--- src/rtl/cdt_pkg.sv ---
// Package of the cube direction to texel address unit: payload types and constants.
// Used by every RTL file of the block; depends on nothing.
`default_nettype none

package cdt_pkg;

  localparam int DIR_W        = 16;
  localparam int QUOT_BITS    = 16;
  localparam int SIZE_W       = 11;
  localparam int TEXEL_W      = 10;
  localparam int OFFSET_W     = 23;
  localparam int MAX_FACE_SIZE = 1024;
  localparam int NUM_CELLS    = QUOT_BITS;

  // Half of one in face coordinates with 16 fraction bits.
  localparam logic [16:0] COORD_HALF = 17'd32768;

  // Face codes.
  localparam logic [2:0] FACE_PX = 3'd0;
  localparam logic [2:0] FACE_NX = 3'd1;
  localparam logic [2:0] FACE_PY = 3'd2;
  localparam logic [2:0] FACE_NY = 3'd3;
  localparam logic [2:0] FACE_PZ = 3'd4;
  localparam logic [2:0] FACE_NZ = 3'd5;

  // Register indexes on the configuration port.
  localparam logic REG_FACE_WIDTH  = 1'b0;
  localparam logic REG_FACE_HEIGHT = 1'b1;

  typedef struct packed {
    logic signed [DIR_W-1:0] dir_x;
    logic signed [DIR_W-1:0] dir_y;
    logic signed [DIR_W-1:0] dir_z;
  } dir_t;

  typedef struct packed {
    logic [2:0]          face;
    logic [TEXEL_W-1:0]  texel_x;
    logic [TEXEL_W-1:0]  texel_y;
    logic [OFFSET_W-1:0] texel_offset;
  } tex_t;

  // Work carried along the divider chain: two partial remainders and quotients.
  typedef struct packed {
    logic [2:0]           face;
    logic                 zero;
    logic                 sign_a;
    logic                 sign_b;
    logic [DIR_W-1:0]     major;
    logic [DIR_W:0]       rem_a;
    logic [DIR_W:0]       rem_b;
    logic [QUOT_BITS-1:0] quot_a;
    logic [QUOT_BITS-1:0] quot_b;
  } work_t;

  // Effective face size: zero reads as one, large values saturate.
  function automatic logic [SIZE_W-1:0] eff_size(input logic [SIZE_W-1:0] raw);
    logic [SIZE_W-1:0] s;
    s = raw;
    if (raw == '0) s = SIZE_W'(1);
    else if (raw > SIZE_W'(MAX_FACE_SIZE)) s = SIZE_W'(MAX_FACE_SIZE);
    return s;
  endfunction

endpackage

`default_nettype wire

--- src/rtl/cube_direction_to_texel_address_unit.sv ---
// Top level of the cube direction to texel address unit.
// Depends on cdt_pkg, cdt_cell and cdt_back.
//
//   channel   handshake             payload      role
//   dir       dir_valid/dir_stall   cdt_pkg::dir_t  direction in
//   tex       tex_valid/tex_stall   cdt_pkg::tex_t  face, texel, offset out
//   config    APB psel/penable      pwdata       face_width @0, face_height @4
//
// One transaction is accepted every cycle while dir is not stalled; each result reaches
// tex after its transaction has passed 19 register stages: face selection (loaded
// at the accepting edge), 16 cells of the divider chain, two back-end stages.
// Reset (synchronous rst) empties every stage and sets both face sizes to 256.
// A stall on tex holds only the stages that are full; bubbles close up, so dir
// is stalled only when the whole chain is occupied.
`default_nettype none

module cube_direction_to_texel_address_unit (
  input  wire logic           clk,
  input  wire logic           rst,
  input  wire logic           dir_valid,
  output logic                dir_stall,
  input  wire cdt_pkg::dir_t  dir,
  output logic                tex_valid,
  input  wire logic           tex_stall,
  output cdt_pkg::tex_t       tex,
  input  wire logic           psel,
  input  wire logic           penable,
  input  wire logic           pwrite,
  input  wire logic [2:0]     paddr,
  input  wire logic [31:0]    pwdata,
  output logic [31:0]         prdata,
  output logic                pready
);
  import cdt_pkg::*;

  logic [SIZE_W-1:0] face_width;
  logic [SIZE_W-1:0] face_height;
  logic [SIZE_W-1:0] width;
  logic [SIZE_W-1:0] height;

  logic [DIR_W-1:0]  ax;
  logic [DIR_W-1:0]  ay;
  logic [DIR_W-1:0]  az;
  logic [DIR_W-1:0]  major;
  logic [2:0]        face;
  logic [DIR_W-1:0]  src_a;
  logic [DIR_W-1:0]  src_b;
  logic              neg_a;
  logic              neg_b;
  logic [DIR_W-1:0]  mag_a;
  logic [DIR_W-1:0]  mag_b;
  work_t             front_next;
  work_t             front_work;
  logic              front_valid;
  logic              front_ready;

  logic              cell_valid [NUM_CELLS+1];
  work_t             cell_work  [NUM_CELLS+1];
  logic              cell_ready [NUM_CELLS+1];

  // Configuration registers; bit 2 of the address selects the register.
  assign pready = 1'b1;

  always_ff @(posedge clk) begin
    if (rst) begin
      face_width  <= SIZE_W'(256);
      face_height <= SIZE_W'(256);
    end else if (psel && penable && pwrite) begin
      if (paddr[2] == REG_FACE_WIDTH) face_width <= pwdata[SIZE_W-1:0];
      else                            face_height <= pwdata[SIZE_W-1:0];
    end
  end

  always_comb begin
    if (paddr[2] == REG_FACE_WIDTH) prdata = {{(32-SIZE_W){1'b0}}, face_width};
    else                            prdata = {{(32-SIZE_W){1'b0}}, face_height};
  end

  assign width  = eff_size(face_width);
  assign height = eff_size(face_height);

  // Face selection: largest magnitude wins, ties go to the lower face.
  always_comb begin
    ax    = dir.dir_x[DIR_W-1] ? DIR_W'(-dir.dir_x) : DIR_W'(dir.dir_x);
    ay    = dir.dir_y[DIR_W-1] ? DIR_W'(-dir.dir_y) : DIR_W'(dir.dir_y);
    az    = dir.dir_z[DIR_W-1] ? DIR_W'(-dir.dir_z) : DIR_W'(dir.dir_z);
    major = ax;
    face  = dir.dir_x[DIR_W-1] ? FACE_NX : FACE_PX;
    if (ay > major) begin
      major = ay;
      face  = dir.dir_y[DIR_W-1] ? FACE_NY : FACE_PY;
    end
    if (az > major) begin
      major = az;
      face  = dir.dir_z[DIR_W-1] ? FACE_NZ : FACE_PZ;
    end
  end

  // Per-face choice of the two minor components and their remapping signs.
  always_comb begin
    unique case (face) inside
      FACE_PX: begin
        src_a = dir.dir_z; neg_a = 1'b1; src_b = dir.dir_y; neg_b = 1'b1;
      end
      FACE_NX: begin
        src_a = dir.dir_z; neg_a = 1'b0; src_b = dir.dir_y; neg_b = 1'b1;
      end
      FACE_PY, FACE_NY: begin
        src_a = dir.dir_x; neg_a = 1'b0; src_b = dir.dir_z; neg_b = 1'b0;
      end
      FACE_PZ: begin
        src_a = dir.dir_x; neg_a = 1'b0; src_b = dir.dir_y; neg_b = 1'b1;
      end
      default: begin
        src_a = dir.dir_x; neg_a = 1'b1; src_b = dir.dir_y; neg_b = 1'b1;
      end
    endcase
    mag_a = src_a[DIR_W-1] ? DIR_W'(-src_a) : src_a;
    mag_b = src_b[DIR_W-1] ? DIR_W'(-src_b) : src_b;
    front_next.face   = face;
    front_next.zero   = (major == '0);
    front_next.sign_a = src_a[DIR_W-1] ^ neg_a;
    front_next.sign_b = src_b[DIR_W-1] ^ neg_b;
    front_next.major  = major;
    front_next.rem_a  = {1'b0, mag_a};
    front_next.rem_b  = {1'b0, mag_b};
    front_next.quot_a = '0;
    front_next.quot_b = '0;
  end

  assign front_ready = !front_valid || cell_ready[0];
  assign dir_stall   = !front_ready;

  always_ff @(posedge clk) begin
    if (rst) begin
      front_valid <= 1'b0;
    end else if (front_ready) begin
      front_valid <= dir_valid;
    end
  end

  always_ff @(posedge clk) begin
    if (front_ready) begin
      front_work <= front_next;
    end
  end

  assign cell_valid[0] = front_valid;
  assign cell_work[0]  = front_work;

  // Divider chain: one quotient bit per cell.
  for (genvar i = 0; i < NUM_CELLS; i++) begin : g_cell
    cdt_cell u_cell (
      .clk        (clk),
      .rst        (rst),
      .prev_valid (cell_valid[i]),
      .prev_work  (cell_work[i]),
      .prev_ready (cell_ready[i]),
      .valid      (cell_valid[i+1]),
      .work       (cell_work[i+1]),
      .next_ready (cell_ready[i+1])
    );
  end

  cdt_back u_back (
    .clk        (clk),
    .rst        (rst),
    .width      (width),
    .height     (height),
    .prev_valid (cell_valid[NUM_CELLS]),
    .prev_work  (cell_work[NUM_CELLS]),
    .prev_ready (cell_ready[NUM_CELLS]),
    .tex_valid  (tex_valid),
    .tex        (tex),
    .tex_stall  (tex_stall)
  );

endmodule

`default_nettype wire

--- src/rtl/cdt_cell.sv ---
// One cell of the divider chain: a restoring step on both face coordinates.
// Depends on cdt_pkg.
`default_nettype none

module cdt_cell (
  input  wire logic          clk,
  input  wire logic          rst,
  input  wire logic          prev_valid,
  input  wire cdt_pkg::work_t prev_work,
  output logic               prev_ready,
  output logic               valid,
  output cdt_pkg::work_t     work,
  input  wire logic          next_ready
);
  import cdt_pkg::*;

  logic             bit_a;
  logic             bit_b;
  logic [DIR_W:0]   diff_a;
  logic [DIR_W:0]   diff_b;
  work_t            work_next;

  // Compare and subtract, then shift the remainder for the next cell.
  always_comb begin
    bit_a  = prev_work.rem_a >= {1'b0, prev_work.major};
    bit_b  = prev_work.rem_b >= {1'b0, prev_work.major};
    diff_a = bit_a ? prev_work.rem_a - {1'b0, prev_work.major} : prev_work.rem_a;
    diff_b = bit_b ? prev_work.rem_b - {1'b0, prev_work.major} : prev_work.rem_b;
    work_next        = prev_work;
    work_next.rem_a  = {diff_a[DIR_W-1:0], 1'b0};
    work_next.rem_b  = {diff_b[DIR_W-1:0], 1'b0};
    work_next.quot_a = {prev_work.quot_a[QUOT_BITS-2:0], bit_a};
    work_next.quot_b = {prev_work.quot_b[QUOT_BITS-2:0], bit_b};
  end

  assign prev_ready = !valid || next_ready;

  // The cell loads whenever its slot is free or drains this cycle.
  always_ff @(posedge clk) begin
    if (rst) begin
      valid <= 1'b0;
    end else if (prev_ready) begin
      valid <= prev_valid;
    end
  end

  always_ff @(posedge clk) begin
    if (prev_ready) begin
      work <= work_next;
    end
  end

endmodule

`default_nettype wire

--- src/rtl/cdt_back.sv ---
// Back end: texel coordinates from the quotients, then the strip offset.
// Depends on cdt_pkg.
`default_nettype none

module cdt_back (
  input  wire logic                        clk,
  input  wire logic                        rst,
  input  wire logic [cdt_pkg::SIZE_W-1:0]  width,
  input  wire logic [cdt_pkg::SIZE_W-1:0]  height,
  input  wire logic                        prev_valid,
  input  wire cdt_pkg::work_t              prev_work,
  output logic                             prev_ready,
  output logic                             tex_valid,
  output cdt_pkg::tex_t                    tex,
  input  wire logic                        tex_stall
);
  import cdt_pkg::*;

  logic [QUOT_BITS-1:0] qa;
  logic [QUOT_BITS-1:0] qb;
  logic [16:0]          pos_a;
  logic [16:0]          pos_b;
  logic [27:0]          prod_a;
  logic [27:0]          prod_b;
  logic                 mid_valid;
  logic                 mid_ready;
  logic [2:0]           mid_face;
  logic [TEXEL_W-1:0]   mid_tx;
  logic [TEXEL_W-1:0]   mid_ty;
  logic [12:0]          row_face;
  logic [23:0]          offset_full;
  logic                 out_ready;
  tex_t                 tex_next;

  // Signed coordinate shifted by one half, scaled by size minus one, rounded.
  always_comb begin
    qa     = prev_work.zero ? '0 : prev_work.quot_a;
    qb     = prev_work.zero ? '0 : prev_work.quot_b;
    pos_a  = prev_work.sign_a ? COORD_HALF - {1'b0, qa} : COORD_HALF + {1'b0, qa};
    pos_b  = prev_work.sign_b ? COORD_HALF - {1'b0, qb} : COORD_HALF + {1'b0, qb};
    prod_a = 28'(pos_a) * 28'(width - SIZE_W'(1)) + 28'(COORD_HALF);
    prod_b = 28'(pos_b) * 28'(height - SIZE_W'(1)) + 28'(COORD_HALF);
  end

  assign out_ready  = !tex_valid || !tex_stall;
  assign mid_ready  = !mid_valid || out_ready;
  assign prev_ready = mid_ready;

  always_ff @(posedge clk) begin
    if (rst) begin
      mid_valid <= 1'b0;
    end else if (mid_ready) begin
      mid_valid <= prev_valid;
    end
  end

  always_ff @(posedge clk) begin
    if (mid_ready) begin
      mid_face <= prev_work.face;
      mid_tx   <= prod_a[16 +: TEXEL_W];
      mid_ty   <= prod_b[16 +: TEXEL_W];
    end
  end

  // Strip offset: width * (face + 6 * row) + column.
  always_comb begin
    row_face    = 13'(mid_ty) * 13'd6 + 13'(mid_face);
    offset_full = 24'(width) * 24'(row_face) + 24'(mid_tx);
    tex_next.face         = mid_face;
    tex_next.texel_x      = mid_tx;
    tex_next.texel_y      = mid_ty;
    tex_next.texel_offset = offset_full[OFFSET_W-1:0];
  end

  always_ff @(posedge clk) begin
    if (rst) begin
      tex_valid <= 1'b0;
    end else if (out_ready) begin
      tex_valid <= mid_valid;
    end
  end

  always_ff @(posedge clk) begin
    if (out_ready) begin
      tex <= tex_next;
    end
  end

endmodule

`default_nettype wire

--- config.mk ---
export PLATFORM = sky130hd
export DESIGN_NAME = cube_direction_to_texel_address_unit
export DESIGN_NICKNAME = d
export VERILOG_FILES = /design/src/rtl/cdt_pkg.sv /design/src/rtl/cube_direction_to_texel_address_unit.sv /design/src/rtl/cdt_cell.sv /design/src/rtl/cdt_back.sv
export SDC_FILE = /design/constraint.sdc
export NUM_CORES = 2
export LEC_CHECK = 0
export BUFFER_PORTS_ARGS = -buffer_cell sky130_fd_sc_hd__buf_2
export CELL_PAD_IN_SITES_DETAIL_PLACEMENT = 1
export CELL_PAD_IN_SITES_GLOBAL_PLACEMENT = 2
export CORE_ASPECT_RATIO = 0.8
export CORE_UTILIZATION = 35
export CTS_BUF_LIST = sky130_fd_sc_hd__clkbuf_8
export CTS_CLUSTER_DIAMETER = 120
export DETAILED_ROUTE_END_ITERATION = 12
export PLACE_DENSITY = 0.65
export SLEW_MARGIN = 20
export SYNTH_ARGS = -nofsm -noshare
export SYNTH_HDL_FRONTEND = slang
export SYNTH_SLANG_ARGS = --single-unit
--- constraint.sdc ---
create_clock -name clk -period 12.1 [get_ports clk]
set_input_delay 0.605 -clock clk [delete_from_list [all_inputs] [get_ports clk]]
set_output_delay 0.605 -clock clk [all_outputs]
set_load 0.005 [all_outputs]
# Word-level counts from Yosys, hierarchy flattened
# Index checks and enable logic that the tools add are counted.
# op_classes
add_sub_neg	45
mul	4
n_lt_le_gt_ge	36
eq_ne	4
mux	55
bitwise	3
n_reduce_logical	51
# ops
op	count
$mux W16	39
$ge A17 B16 Y1	30
$sub A16 B16 Y16	30
$neg A16 Y16	5
$mul A17 B28 Y26	2
$mux W11	5
$add A26 B16 Y26 const B	2
$add A16 B16 Y17 const A	2
$mux W17	2
$sub A16 B16 Y17 const A	2
$ge A16 B16 Y1	2
$gt A16 B16 Y1	2
$mux W15	2
$sub A11 B1 Y12 const B	2
$add A23 B10 Y23	1
$mul A11 B13 Y23	1
$gt A11 B11 Y1 const B	2
$logic_not A11 Y1	2
$logic_not A1 Y1	21
$logic_or A1 B1 Y1	19
$logic_not A16 Y1	1
$add A13 B3 Y13	1
$mul A10 B2 Y12 const B	1
$eq A3 B2 Y1 const B	2
other kinds (12)	20
# totals
ff_bits	1252
inputBits	90
out_inout_bits	81

# Depth between registers and ports, before layout
# depth
depth_word	21
mapped_depth	37
ltp_nobuf	31

# Cells and area by module
# Synthesis repeated with hierarchy kept, for this count alone.
# unflattened
hier_cells	9130
hier_area_um2	102348.2
# by_module_without_submodules
mod	n_inst	cells_each	area_per_inst_um2	seq_area_each_um2
cdt_cell (g_cell[0].u_cell ...)	11	373	4600.7	2602.5
cdt_back	1	2451	22281.4	2112.0
cdt_cell (g_cell[6].u_cell ...)	3	373	4643.2	2602.5
cube_direction_to_texel_address_unit	1	724	6211.0	2082.0
cdt_cell (g_cell[5].u_cell)	1	387	4694.5	2602.5
cdt_cell (g_cell[7].u_cell)	1	346	4624.4	2602.5

# Worst setup path after synthesis
# Ideal clock, no wire load.
# synth_timing
path_type	flip-flop to flip-flop
startpoint	reg g_cell[15].u_cell.work[84] (netlist bit)
endpoint	reg u_back.mid_ty[9] (data pin)
setup_time_ns	0.260
t_arrival_ns	8.226
required_time_ns	11.840
path_slack_ns	3.614
stages_incl_launch_ff	38
path_buffers	6
cell_sequence	edfxtp_1 -> clkbuf_1 -> clkbuf_1 -> inv_1 -> clkbuf_1 -> clkbuf_1 -> nand2_1 -> clkbuf_1 -> ha_1 -> o21ai_0 -> o21bai_1 -> o21bai_1 -> o31ai_1 -> mux2i_1 -> a21o_1 -> clkbuf_1 -> or2_2 -> fa_1 -> [... 2 more ...] -> inv_1 -> fa_1 -> inv_1 -> fa_1 -> fa_1 -> inv_1 -> fa_1 -> inv_1 -> ha_1 -> nand3_1 -> a211oi_1 -> a211oi_1 -> o21ai_0 -> a41oi_1 -> a21oi_1 -> a211o_1 -> a21oi_1 -> xnor2_1
# synth_via
elab_chain_len	5
elab_cells_between_ends	6
cone_classes	add/sub (3); mul (1); mux (2)
# synth_lines
item	line_no	source
from (decl)	cdt_cell.sv:12	output cdt_pkg::work_t work,
from (signal assigned)	cdt_cell.sv:49	work <= work_next;
$mux W16 (*)	cdt_back.sv:38	qb = prev_work.zero ? '0 : prev_work.quot_b;
$add A16 B16 Y17 / $sub A16 B16 Y17 (equally long branches)	cdt_back.sv:40	pos_b = prev_work.sign_b ? COORD_HALF - {1'b0, qb} : COORD_HALF + {1'b0, qb};
$mux W17 (*)	cdt_back.sv:40	
$mul A17 B28 Y26 (*)	cdt_back.sv:42	prod_b = 28'(pos_b) * 28'(height - SIZE_W'(1)) + 28'(COORD_HALF);
$add A26 B16 Y26 (*)	cdt_back.sv:42	
named net u_back.prod_b[25]	cdt_back.sv:24	logic [27:0] prod_b;
to (signal assigned)	cdt_back.sv:61	mid_ty <= prod_b[16 +: TEXEL_W];
to (decl)	cdt_back.sv:29	logic [TEXEL_W-1:0] mid_ty;
# The timed path passes the listed nets; every way through them passes the cells marked *.
# A chain may end at the register's enable or synchronous reset.

# Final worst setup path
# layout_timing
startpoint	reg face_width[10]
endpoint	reg u_back.mid_tx[9] (data pin)
# layout_via
elab_chain_len	6
elab_cells_between_ends	7
cone_classes	add/sub (2); mul (1); order compare (1); mux (2); reduce/logical (1)
# layout_lines
item	line_no	source
from (decl)	cube_direction_to_texel_address_unit.sv:36	logic [SIZE_W-1:0] face_width;
from (signal assigned)	cube_direction_to_texel_address_unit.sv:69	if (paddr[2] == REG_FACE_WIDTH) face_width <= pwdata[SIZE_W-1:0];
$gt A11 B11 Y1	cdt_pkg.sv:61	else if (raw > SIZE_W'(MAX_FACE_SIZE)) s = SIZE_W'(MAX_FACE_SIZE);
$mux W11	cdt_pkg.sv:61	
$mux W11 (*)	cdt_pkg.sv:60	if (raw == '0) s = SIZE_W'(1);
$sub A11 B1 Y12 (*)	cdt_back.sv:41	prod_a = 28'(pos_a) * 28'(width - SIZE_W'(1)) + 28'(COORD_HALF);
$mul A17 B28 Y26 (*)	cdt_back.sv:41	
$add A26 B16 Y26 (*)	cdt_back.sv:41	
named net u_back.prod_a[25]	cdt_back.sv:23	logic [27:0] prod_a;
to (signal assigned)	cdt_back.sv:60	mid_tx <= prod_a[16 +: TEXEL_W];
to (decl)	cdt_back.sv:28	logic [TEXEL_W-1:0] mid_tx;
# Marks and branches as above.

==> impl_metrics.toml <==
[finish]
fin_nets = 10185
final_area_mm2 = 0.1002
fillers = 28353
final_layout_size_suffix_gt1_share_pct = 8.921
area.growth.synth_to_final_pct = 10.68

[drt]
via_count = 63592
wire_per_inst_um = 22.02
drc = 0
wirelength_mm = 273.8
antenna_left = 0
first_iter_violations = 4035
first_pass_iters = 5
vias_per_cell = 5.116

[logic_synthesis]
yosysMostFrequentCell = "edfxtp_1"
synth_cell_types = 96
synth_top_area_share_pct = 40.17
yosysSeqAreaShare_pct = 41.08
synth-seq-cells = 1252
ys.flop_type = "edfxtp_1"
yosys-top-cells-count = "1211 x edfxtp_1, 1158 x inv_1, 759 x ha_1"
syn_area_per_cell_um2 = 10.66
mappedNetlistArea_mm2 = 0.09052
async_flop_share_pct = 0
yosysWarnings = 0
yosysTopAreaCell = "edfxtp_1"
synth_cells = 8495
synth_edf_count = 1211
synth_area_leaders = "edfxtp_1 40%, fa_1 12%, ha_1 10%"

[placed_design]
port_buffers = 125
dp_hpwl_mm = 219.6
gp_congestion = 0.8522
place_area_mm2 = 0.09552

[timing]
slew_viol_final = 0
finClkSkew_ps = 110.5
setup_violations = 0
min_period_ps = 9639
rsz0062_at_grt = "false"
tns_ps = 0
final_hold_viol_count = 0
slew-limit-headroom_pct = 25.87
fmax_mhz = 103.7
worst-slew-pin-transition_ps = 1104
finalCritPeriodShare_pct = 79.66

[cts]
cts_resized = 0
cts_tree = "built"
postCtsSetupBuffers = 0
clkSinkCount = 1252
clkTransAtPathRegs_ps = 60
clk_latency_ps = 1020
cts-root-buf = "clkbuf_8"
htree_levels = 4
clock_path_buffers = 4
cts_inserted_buffers = 225

[floorplanning]
die_y_um = 456.9
die_w_um = 570.6
ios = 171
start_util_pct = 35.29
row_count = 166
core_mm2 = 0.2565
die_area_mm2 = 0.2607

[grt]
antenna_found_initial = 11
track_usage_pct = 20.92
grt_pass1_vias = 66474
grt_max_degree = 68
grt_pass1_wl_mm = 414.4
grt_remaining_overflow = 0

[worst_setup_path]
cp.required_ps = 12810
cpPeakStageDelay_ps = 610
crit_path_end_kind = "register"
critPathKind = "register to register"
crit_slowest_cell = "nor4_4"
critPathLaunchType = "register"
crit_arrival_ps = 10350
crit_path_max_fanout = 29

[run]
drv_cap = 0

[status]
status = "completed"

[worst_hold_path]
hold_path.class = "input port to register"
-- per-layer routing --
| metal | GRT usage, % | part of all wire [%] |
|---|---|---|
| met2 | 30.65 | 42 |
| met5 | 0 | 0.0047 |
| met1 | 32.34 | 52 |
| met3 | 3.080 | 4.9 |
| met4 | 4.230 | 1.8 |
-- timing repair --
item | CTS | global route
endpoints found under the setup margin | 0 | 0
hold endpoints to repair | 30 | 0
hold buffers | 18 | 0
-- cell families after synthesis --
group,synth area share [%]
buffers and inverters,5.982
AOI/OAI and AO/OA,10.43
muxes,3.241
DFF,41.08
other,0.008296
adders and majority gates,22.37
xor gates and xnor gates,4.519
and+or+nand+nor,12.37
-- worst paths after layout --
path | start | endpoint | slack [ps] | cells past startpoint
worst max-delay path | face_width[10] | u_back.mid_tx[9] | 2460 | 32
worst min-delay path | dir[46] | cell_work[1471] | 120 | 3
worst max register to register | face_width[10] | u_back.mid_tx[9] | 2460 | 32
worst min register to register | g_cell[13].u_cell.work[82] | g_cell[14].u_cell.work[82] | 390 | 0
-- placed cells by master, fill, tap and decap left out, drive strengths merged, types with 24 or more instances in the layout --
| master | count |
|---|---|
| inv | 1224 |
| edfxtp | 1211 |
| ha | 759 |
| nand2 | 717 |
| nor2 | 559 |
| fa | 537 |
| o21ai | 415 |
| a21oi | 369 |
| xnor2 | 302 |
| clkbuf | 234 |
| buf | 213 |
| nor3 | 179 |
| mux2 | 177 |
| xor2 | 165 |
| nand2b | 139 |
| nand3 | 132 |
| or3 | 131 |
| nor2b | 106 |
| o21a | 104 |
| nand4 | 99 |
| o31ai | 99 |
| mux2i | 94 |
| conb | 86 |
| clkinv | 86 |
| and2 | 85 |
| a211oi | 80 |
| a21o | 72 |
| a21boi | 56 |
| nor4 | 52 |
| a31oi | 42 |
| dfxtp | 41 |
| or2 | 40 |
| o211ai | 37 |
| o31a | 32 |
| o21bai | 31 |
| and3 | 27 |
| o311ai | 24 |
-- cell type report --
type,count,area (um2),share of cell area (%)
Multi-Input combinational cell,5927,48390,48.30
Sequential cell,1252,37190,37.12
Inverter,1162,4364,4.356
Tap cell,3444,4309,4.301
Clock buffer,234,3221,3.215
Timing Repair Buffer,231,1470,1.467
Clock inverter,173,1230,1.228
Antenna cell,7,17.52,0.01748
-- sequential cells by signal, indices dropped and copies added, names as in the netlist, 3 cells and up --
| register | flops |
|---|---|
| u_back.mid_ty | 10 |
| g_cell.u_cell.work | 1088 |
| u_back.mid_tx | 10 |
| u_back.mid_face | 3 |
| face_height | 11 |
| face_width | 11 |
| cell_work | 54 |
| u_back.tex | 46 |
| g_cell.u_cell.valid | 16 |
-- critical path, delay by kind of cell, from the launching register on --
kind / cells / cell delay (ps)
fa+ha+maj: 8 / 3870
flops: 1 / 300
mux: 1 / 220
buf+inv: 10 / 1650
simple gates: 4 / 1050
xor+xnor: 1 / 80
compound gates: 8 / 2140
-- per-stage QoR --
| stage | util, % | std cells | hold slack, ps | setup slack [ps] |
|---|---|---|---|---|
| 3_5_place_dp | 37.24 | 11998 | 405.2 | 2366 |
| 4_1_cts | 39.04 | 12423 | 3.033 | 2326 |
| 2_1_floorplan | - | 8579 | 400.3 | 3614 |
| 5_1_grt | 39.05 | 12424 | 64.36 | 1879 |
| 3_3_place_gp | 37.23 | 11997 | 401.5 | 2500 |
| 6_report | 39.06 | 12430 | 116.7 | 2461 |
Power is not shown: default switching activity piles up to over one toggle a cycle in this logic, so the estimate is an artifact.
